==> src/rtl/core/mplg_pkg.sv <==
`default_nettype none
package mplg_pkg;

    // Field widths
    localparam int ADDR_W  = 64;
    localparam int PORT_W  = 16;
    localparam int LEN_W   = 16;
    localparam int CNT_W   = 32;
    localparam int BYTES_W = 64;
    localparam int THR_W   = 16;
    localparam int INIT_W  = 10;
    localparam int SEED_W  = 15;
    localparam int MOD_W   = 10;
    localparam int CFG_IDX_W  = 3;
    localparam int CFG_DATA_W = 64;

    // Generator constants
    localparam int LCG_W        = 31;
    localparam logic [LCG_W-1:0] LCG_MUL = 31'd1103515245;
    localparam logic [LCG_W-1:0] LCG_INC = 31'd12345;
    localparam int LCG_SHIFT    = 16;
    localparam int DRAW_MOD     = 1000;
    localparam int MOD_STEPS    = 6;
    localparam logic [SEED_W-1:0] SEED_START = 15'd42;

    // Control ports
    localparam logic [PORT_W-1:0] PORT_RETUNE  = 16'd3333;
    localparam logic [PORT_W-1:0] PORT_RESTART = 16'd3334;

    // Threshold tuning
    localparam logic [THR_W-1:0] DROP_WRAP  = 16'd500;
    localparam logic [THR_W-1:0] DROP_STEP  = 16'd20;
    localparam logic [THR_W-1:0] KEEP_STEP  = 16'd10;
    localparam logic [THR_W-1:0] KEEP_FLOOR = 16'd900;
    localparam logic [LEN_W-1:0] ETH_HDR_LEN = 16'd14;

    localparam logic [INIT_W-1:0] INIT_KEEP_RESET = 10'd990;
    localparam logic [INIT_W-1:0] INIT_DROP_RESET = 10'd0;

    typedef enum logic [CFG_IDX_W-1:0] {
        CFG_ONE_HIGH  = 3'd0,
        CFG_ONE_LOW   = 3'd1,
        CFG_TWO_HIGH  = 3'd2,
        CFG_TWO_LOW   = 3'd3,
        CFG_INIT_KEEP = 3'd4,
        CFG_INIT_DROP = 3'd5
    } cfg_index_t;

    typedef enum logic {
        LOSS_PASS = 1'b0,
        LOSS_DROP = 1'b1
    } loss_state_t;

    typedef struct packed {
        logic [ADDR_W-1:0] dest_addr_high;
        logic [ADDR_W-1:0] dest_addr_low;
        logic [PORT_W-1:0] udp_source_port;
        logic [PORT_W-1:0] udp_dest_port;
        logic [LEN_W-1:0]  frame_length;
    } pkt_t;

    typedef struct packed {
        logic               drop;
        logic [CNT_W-1:0]   packets_counted;
        logic [BYTES_W-1:0] bytes_counted;
    } res_t;

    typedef struct packed {
        logic [ADDR_W-1:0] one_high;
        logic [ADDR_W-1:0] one_low;
        logic [ADDR_W-1:0] two_high;
        logic [ADDR_W-1:0] two_low;
        logic [INIT_W-1:0] init_keep;
        logic [INIT_W-1:0] init_drop;
    } mplg_cfg_t;

endpackage
`default_nettype wire

==> src/rtl/core/mplg_cfg_regs.sv <==
`default_nettype none
module mplg_cfg_regs
    import mplg_pkg::*;
(
    input  wire logic                  clk,
    input  wire logic                  rst_n,
    input  wire logic                  cfg_valid,
    output logic                       cfg_ready,
    input  wire logic [CFG_IDX_W-1:0]  cfg_index,
    input  wire logic [CFG_DATA_W-1:0] cfg_data,
    output mplg_cfg_t                  cfg
);

    mplg_cfg_t cfg_reg;
    mplg_cfg_t cfg_next;

    assign cfg_ready = 1'b1;
    assign cfg       = cfg_reg;

    // Decode the register write; unknown indexes are ignored
    always_comb
    begin
        cfg_next = cfg_reg;
        if (cfg_valid)
        begin
            case (cfg_index)
                CFG_ONE_HIGH:  cfg_next.one_high  = cfg_data;
                CFG_ONE_LOW:   cfg_next.one_low   = cfg_data;
                CFG_TWO_HIGH:  cfg_next.two_high  = cfg_data;
                CFG_TWO_LOW:   cfg_next.two_low   = cfg_data;
                CFG_INIT_KEEP: cfg_next.init_keep = cfg_data[INIT_W-1:0];
                CFG_INIT_DROP: cfg_next.init_drop = cfg_data[INIT_W-1:0];
                default:       cfg_next = cfg_reg;
            endcase
        end
    end

    // Hold configuration
    always_ff @(posedge clk or negedge rst_n)
    begin
        if (!rst_n)
        begin
            cfg_reg.one_high  <= '0;
            cfg_reg.one_low   <= '0;
            cfg_reg.two_high  <= '0;
            cfg_reg.two_low   <= '0;
            cfg_reg.init_keep <= INIT_KEEP_RESET;
            cfg_reg.init_drop <= INIT_DROP_RESET;
        end
        else
        begin
            cfg_reg <= cfg_next;
        end
    end

endmodule
`default_nettype wire

==> src/rtl/core/mplg_lcg.sv <==
`default_nettype none
module mplg_lcg
    import mplg_pkg::*;
(
    input  wire logic [SEED_W-1:0] seed,
    output logic      [SEED_W-1:0] draw,
    output logic      [MOD_W-1:0]  draw_mod
);

    logic [LCG_W-1:0]  prod;
    logic [LCG_W-1:0]  sum;
    logic [SEED_W-1:0] rem;

    // Only the low 31 bits of the product reach the drawn bits
    assign prod = LCG_W'(seed) * LCG_MUL;
    assign sum  = prod + LCG_INC;
    assign draw = sum[LCG_SHIFT +: SEED_W];

    // Reduce the draw modulo 1000 by restoring subtraction, largest multiple first
    always_comb
    begin
        rem = draw;
        for (int i = MOD_STEPS - 1; i >= 0; i--)
        begin
            if (rem >= SEED_W'(DRAW_MOD << i))
            begin
                rem = rem - SEED_W'(DRAW_MOD << i);
            end
        end
        draw_mod = rem[MOD_W-1:0];
    end

endmodule
`default_nettype wire

==> src/rtl/core/mplg_chain.sv <==
`default_nettype none
module mplg_chain
    import mplg_pkg::*;
(
    input  wire logic      clk,
    input  wire logic      rst_n,
    input  wire logic      fire,
    input  wire pkt_t      item,
    input  wire mplg_cfg_t cfg,
    output res_t           result
);

    logic [THR_W-1:0]   keep_reg,  keep_next;
    logic [THR_W-1:0]   drop_reg,  drop_next;
    loss_state_t        loss_reg,  loss_next;
    logic [SEED_W-1:0]  seed_reg,  seed_next;
    logic [CNT_W-1:0]   cnt_reg,   cnt_next;
    logic [BYTES_W-1:0] bytes_reg, bytes_next;

    logic               watched;
    logic               load;
    logic               retune;
    logic               restart;
    logic [THR_W-1:0]   keep_eff;
    logic [THR_W-1:0]   drop_eff;
    logic [SEED_W-1:0]  seed_eff;
    logic [SEED_W-1:0]  lcg_seed;
    logic [BYTES_W-1:0] bytes_base;
    logic [LEN_W-1:0]   body_len;
    logic [BYTES_W-1:0] bytes_sum;
    logic [CNT_W-1:0]   cnt_sum;
    logic [THR_W-1:0]   keep_tuned;
    logic [THR_W-1:0]   drop_tuned;
    logic [SEED_W-1:0]  draw;
    logic [MOD_W-1:0]   draw_mod;
    logic               chain_drop;
    loss_state_t        chain_state;

    // Match the destination against both watched addresses
    assign watched = (item.dest_addr_high == cfg.one_high && item.dest_addr_low == cfg.one_low)
                  || (item.dest_addr_high == cfg.two_high && item.dest_addr_low == cfg.two_low);

    // Start the model on a watched packet while the keep threshold is still zero
    assign load       = (keep_reg == '0);
    assign keep_eff   = load ? THR_W'(cfg.init_keep) : keep_reg;
    assign drop_eff   = load ? THR_W'(cfg.init_drop) : drop_reg;
    assign seed_eff   = load ? SEED_START : seed_reg;
    assign bytes_base = load ? '0 : bytes_reg;

    // Grow the counters; a runt frame adds no bytes
    assign body_len  = (item.frame_length >= ETH_HDR_LEN) ? item.frame_length - ETH_HDR_LEN
                                                          : '0;
    assign bytes_sum = bytes_base + BYTES_W'(body_len);
    assign cnt_sum   = cnt_reg + CNT_W'(1);

    // Decode control ports
    assign retune  = (item.udp_source_port == PORT_RETUNE)
                  || (item.udp_dest_port == PORT_RETUNE);
    assign restart = !retune && ((item.udp_source_port == PORT_RESTART)
                  || (item.udp_dest_port == PORT_RESTART));

    // Retune thresholds, then clamp keep at its floor
    always_comb
    begin
        if (drop_eff >= DROP_WRAP)
        begin
            drop_tuned = '0;
            keep_tuned = keep_eff - KEEP_STEP;
        end
        else
        begin
            drop_tuned = drop_eff + DROP_STEP;
            keep_tuned = keep_eff;
        end
        if (keep_tuned < KEEP_FLOOR)
        begin
            keep_tuned = KEEP_FLOOR;
        end
    end

    // Draw from the generator
    assign lcg_seed = restart ? '0 : seed_eff;

    mplg_lcg u_lcg (
        .seed     (lcg_seed),
        .draw     (draw),
        .draw_mod (draw_mod)
    );

    // Step the pass/drop chain
    always_comb
    begin
        case (loss_reg)
            LOSS_PASS:
            begin
                if (THR_W'(draw_mod) < keep_eff)
                begin
                    chain_drop  = 1'b0;
                    chain_state = LOSS_PASS;
                end
                else
                begin
                    chain_drop  = 1'b1;
                    chain_state = LOSS_DROP;
                end
            end
            LOSS_DROP:
            begin
                if (THR_W'(draw_mod) >= drop_eff)
                begin
                    chain_drop  = 1'b0;
                    chain_state = LOSS_PASS;
                end
                else
                begin
                    chain_drop  = 1'b1;
                    chain_state = LOSS_DROP;
                end
            end
            default:
            begin
                chain_drop  = 1'b0;
                chain_state = LOSS_PASS;
            end
        endcase
    end

    // Select the result and the next state
    always_comb
    begin
        keep_next  = keep_reg;
        drop_next  = drop_reg;
        loss_next  = loss_reg;
        seed_next  = seed_reg;
        cnt_next   = cnt_reg;
        bytes_next = bytes_reg;
        result.drop            = 1'b0;
        result.packets_counted = cnt_reg;
        result.bytes_counted   = bytes_reg;
        if (watched)
        begin
            if (retune)
            begin
                keep_next  = keep_tuned;
                drop_next  = drop_tuned;
                seed_next  = SEED_START;
                cnt_next   = '0;
                bytes_next = '0;
                result.drop = 1'b1;
            end
            else
            begin
                keep_next  = keep_eff;
                drop_next  = drop_eff;
                loss_next  = chain_state;
                seed_next  = draw;
                cnt_next   = restart ? '0 : cnt_sum;
                bytes_next = restart ? '0 : bytes_sum;
                result.drop = chain_drop;
            end
            result.packets_counted = cnt_next;
            result.bytes_counted   = bytes_next;
        end
    end

    // Advance the model state on each processed item
    always_ff @(posedge clk or negedge rst_n)
    begin
        if (!rst_n)
        begin
            keep_reg  <= '0;
            drop_reg  <= '0;
            loss_reg  <= LOSS_PASS;
            seed_reg  <= '0;
            cnt_reg   <= '0;
            bytes_reg <= '0;
        end
        else if (fire)
        begin
            keep_reg  <= keep_next;
            drop_reg  <= drop_next;
            loss_reg  <= loss_next;
            seed_reg  <= seed_next;
            cnt_reg   <= cnt_next;
            bytes_reg <= bytes_next;
        end
    end

endmodule
`default_nettype wire

==> src/rtl/core/markov_packet_loss_generator_unit.sv <==
`default_nettype none
// Two-state packet loss generator. Each packet descriptor transfer yields one
// result: drop flag plus the packet and payload byte totals. Packets to either
// watched IPv6 destination advance a pass/drop Markov chain driven by a
// 15-bit LCG draw taken modulo 1000; UDP port 3333 retunes the thresholds and
// drops, port 3334 restarts the counters and seed. The block takes one packet
// per cycle while the result side is not stalled; a result passes through an
// input register and a result register. The per-packet state loop (LCG
// multiply, modulo reduction, threshold compare) is combinational between
// the state registers, which sets that rate. Stall on the result side holds
// the pipeline once the input register is also full. Configuration writes
// are taken in any cycle and belong in idle periods.
module markov_packet_loss_generator_unit
    import mplg_pkg::*;
(
    input  wire logic                  clk,
    input  wire logic                  rst_n,
    input  wire logic                  pkt_valid,
    output logic                       pkt_stall,
    input  wire pkt_t                  pkt,
    output logic                       res_valid,
    input  wire logic                  res_stall,
    output res_t                       res,
    input  wire logic                  cfg_valid,
    output logic                       cfg_ready,
    input  wire logic [CFG_IDX_W-1:0]  cfg_index,
    input  wire logic [CFG_DATA_W-1:0] cfg_data
);

    mplg_cfg_t cfg;
    pkt_t      pkt_reg;
    logic      pkt_valid_reg;
    res_t      res_reg;
    logic      res_valid_reg;
    res_t      step_res;
    logic      advance;
    logic      fire;

    mplg_cfg_regs u_cfg_regs (
        .clk       (clk),
        .rst_n     (rst_n),
        .cfg_valid (cfg_valid),
        .cfg_ready (cfg_ready),
        .cfg_index (cfg_index),
        .cfg_data  (cfg_data),
        .cfg       (cfg)
    );

    // Move the pipeline whenever the result register is free or being taken
    assign advance   = !(res_valid_reg && res_stall);
    assign fire      = pkt_valid_reg && advance;
    assign pkt_stall = pkt_valid_reg && !advance;

    mplg_chain u_chain (
        .clk    (clk),
        .rst_n  (rst_n),
        .fire   (fire),
        .item   (pkt_reg),
        .cfg    (cfg),
        .result (step_res)
    );

    // Hold the input stage; load it whenever it is empty or moving on
    always_ff @(posedge clk or negedge rst_n)
    begin
        if (!rst_n)
        begin
            pkt_valid_reg <= 1'b0;
        end
        else if (!pkt_stall)
        begin
            pkt_valid_reg <= pkt_valid;
        end
    end

    always_ff @(posedge clk)
    begin
        if (pkt_valid && !pkt_stall)
        begin
            pkt_reg <= pkt;
        end
    end

    // Hold the result stage
    always_ff @(posedge clk or negedge rst_n)
    begin
        if (!rst_n)
        begin
            res_valid_reg <= 1'b0;
        end
        else if (advance)
        begin
            res_valid_reg <= pkt_valid_reg;
        end
    end

    always_ff @(posedge clk)
    begin
        if (fire)
        begin
            res_reg <= step_res;
        end
    end

    assign res_valid = res_valid_reg;
    assign res       = res_reg;

endmodule
`default_nettype wire

==> config.mk <==
export PLATFORM = sky130hd
export DESIGN_NAME = markov_packet_loss_generator_unit
export DESIGN_NICKNAME = d
export VERILOG_FILES = /design/src/rtl/core/mplg_pkg.sv /design/src/rtl/core/mplg_cfg_regs.sv /design/src/rtl/core/mplg_lcg.sv /design/src/rtl/core/mplg_chain.sv /design/src/rtl/core/markov_packet_loss_generator_unit.sv
export SDC_FILE = /design/constraint.sdc
export NUM_CORES = 2
export LEC_CHECK = 0
export BUFFER_PORTS_ARGS = -buffer_cell sky130_fd_sc_hd__buf_2
export CAP_MARGIN = 20
export CORE_ASPECT_RATIO = 0.6
export CORE_MARGIN = 5
export CORE_UTILIZATION = 60
export DETAILED_ROUTE_END_ITERATION = 10
export PLACE_DENSITY_LB_ADDON = 0.25
export SLEW_MARGIN = 15
export SYNTH_ARGS = -nofsm -noshare
export SYNTH_HDL_FRONTEND = slang
export SYNTH_SLANG_ARGS = --single-unit
==> constraint.sdc <==
create_clock -name clk -period 17.4 [get_ports clk]
set_input_delay 3.48 -clock clk [delete_from_list [all_inputs] [get_ports clk]]
set_output_delay 3.48 -clock clk [all_outputs]
set_load 0.005 [all_outputs]
==> summary.md <==
| Metric | Value |
|---|---|
| Die X | 342 microns |
| Clk sink count | 695 |
| H-tree depth | 3 |
| CTS Root Cell | clkbuf_16 |
| Slowest CP cell | nor2_1 |
| Total gr overflow | 0 |
| Yosys cell types | 117 |
| Post-route core utilization | 67.7% |
| Resized Gates After CTS | 0 |
| Place WS | 1980 ps |
| Seq pwr share | 49.4% |
| Die ar. | 71500 sq um |
| Crit end category | flop |
| Peak Freq | 0.0634 GHz |
| Crit path launch | pkt_reg[31] |
| Max FFs per register | 276 |
| Core Region | 65900 sq um |
| Ys Warns | 0 |
| Cell repeated most along the worst path | inv_1 |
| Internal power | 2.98 mW |
| Hold Fails Final Rpt | 0 |
| Final Cell Area | 44600 sq um |
| DR iter-0 viols | 3515 |
| Fin. max-slew vios | 0 |
| Power Dens Cells | 91.9 nW/um^2 |
| Via density | 6.16 |
| Total power | 4.10 mW |
| Post-synth ARST share | 60.7% |
| Synthesized area per cell | 11.3 sq um |
| Commonest non-fill, non-tap cells in the layout | 414 x dfrtp_1, 345 x buf_2, 290 x nand2_1 |
| Most common cell after layout, fill and taps aside | dfrtp_1 |
| Placer Congestion | 1.04 |
| RSZ-0062 raised after global routing | no |
| R2R Setup Slk | 1620 ps |
| Nets | 4355 |
| Num CTS Buffers | 66 |
| FF-to-FF Start | pkt_reg[31] |
| Clock transition at the registers of the reported paths | 60 ps |
| Layout filler cell count | 4834 |
| Placed cell count | 4650 |
| Total track usage | 31.7% |
| Max stage delay on crit path | 770 ps |
| Psw | 1.12 mW |
| Site row count | 73 |
| Crit path max fanout | 11 |
| Clock power frac | 36.1% |
| Worst vdd ir | 114 uV |
| Worst Setup Path Type | reg -> reg |
| Clk_lat worst skew | 640 ps |
| TritonRoute pass-1 iters | 5 |
| Register bit total from synthesis | 695 |
| Post-Layout Cell Count | 4775 |
| Layout cell share with drive strength beyond 1 | 22.1% |
| Post-CTS Hold Buffers | 0 |
| Worst setup SP type | flop |
| Synthesized instance count | 3498 |
| Fin crit share | 90.7% |
| Die Height | 209 microns |
| TritonCTS clock tree | yes |
| Status | finished clean |
| Required time of the critical path | 17920 ps |
| Drt total wl | 115000 microns |
| Post-DP HPWL | 85800 microns |
| Fin Setup TNS | 0 ps |
| Area Growth Syn to Fin | 12.4% |
| Clock buffer depth | 3 |
| Number of synthesized flops with an enable pin | 273 |
| Antenna-violating nets left | 0 |
| Vias after detailed routing | 29400 |
| Via count of the first global-routing pass | 28100 |
| Final setup viols | 0 |
| Number of remaining DRC errors | 0 |
| Largest net degree at the start of global routing | 129 |
| Synth Cell Area | 39700 sq um |
| Slew headroom | 11.3% |
| Period minus WS final | 15780 ps |
| Comb pwr share | 14.5% |
| Initial Util | 60.2% |
| Switching part of the total | 27.4% |
| Critical Path AT | 16300 ps |
| Syn nets | 4034 |
| Type of the worst min-delay path | reg -> reg |
| Initial antenna violation count | 4 |
| Seq/Total Area, Yosys | 47.3% |
| Synth Flop Type | dfrtp_1 |
| IO Count | 348 |
| PortBufs | 346 |
| Avg WL per Cell | 24.0 microns |
| First-pass GRT wire length | 173000 microns |
| Post-CTS Setup Bufs | 0 |
| Worst hold start | u_chain.seed_reg[1] |
| Leakage | 19.3 nW |
| Max cap viols | 0 |
| Post-place instance area | 42300 sq um |
| Worst Skew | 21.6 ps |
| Worst slew pin tran | 1320 ps |
| Fin worst setup slack | 1620 ps |
| Final hold slack | 472 ps |
power groups by stage:
stage               combinational (mW)  sequential [mW]  clock [mW]
global placement                 0.557             2.04           0
CTS                              0.576             2.02        1.50
floorplan                        0.341             2.03           0
global route                     0.633             2.04        1.56
detailed placement               0.569             2.05           0
finish                           0.594             2.02        1.48
metal layers:
metal	part of all wire (%)	vias to the layer above	global-route usage, %
met5	0.011	-	0
met4	1.4	2	5.30
met3	13	118	12.2
met2	39	1522	41.2
met1	46	14600	50.7
li1	-	13100	-
final timing paths:
kind                                             to  cells after the start
worst max-delay path               u_chain.loss_reg                     54
worst min-delay path            u_chain.seed_reg[1]                      2
worst max register to register     u_chain.loss_reg                     54
worst min register to register  u_chain.seed_reg[1]                      2
max in group asynchronous        u_cfg_regs.cfg[49]                      4
min in group asynchronous        u_cfg_regs.cfg[64]                      1
worst max-delay path: cells and delay by family, from the launching register on:
| kind | cells | cell delay (ps) |
|---|---|---|
| xor+xnor | 1 | 390 |
| compound gates | 17 | 4420 |
| mux | 1 | 290 |
| simple gates | 19 | 5390 |
| flops | 1 | 370 |
| buf+inv | 6 | 710 |
| fa+ha+maj | 10 | 4100 |
synth_stat cells, drive strengths merged (61+ instances only):
cell type  count  area share, %
nand4         64            1.0
fa           115            5.8
nor2         139            1.3
a21oi        100            1.3
inv          257            2.4
o21ai        230            2.9
clkbuf       102           0.97
xor2         146            3.2
nand2        292            2.8
mux2         281            8.0
ha           173            5.5
xnor2        185            4.2
dfrtp        414             26
nor4          61            1.1
edfxtp       273             21
o31ai         68            1.3
cells by family (layout without fill, tap and decap cells):
kind of cell             Yosys count  after routing  share of synthesized area, %
AND/OR/NAND/NOR                  851            851                          10.9
multiplexers                     300            300                          8.48
adder cells (fa/ha/maj)          290            290                          11.3
flip-flops                       695            695                          47.3
AO/OA/AOI/OAI                    647            647                          10.9
XOR/XNOR                         331            331                          7.41
other                              1              5                       0.00945
buffers and inverters            383            756                          3.73
cell type report:
type / count / area [sq um] / share of cell area, %
Antenna cell: 4 / 10.0 / 0.0225
Clock buffer: 83 / 1820 / 4.08
Clock inverter: 37 / 389 / 0.873
Timing Repair Buffer: 379 / 2000 / 4.49
Sequential cell: 695 / 18800 / 42.1
Multi-Input combinational cell: 2420 / 19500 / 43.7
Inverter: 257 / 965 / 2.16
Tap cell: 900 / 1130 / 2.53
Note: power is estimated with default switching activity, not from simulation.
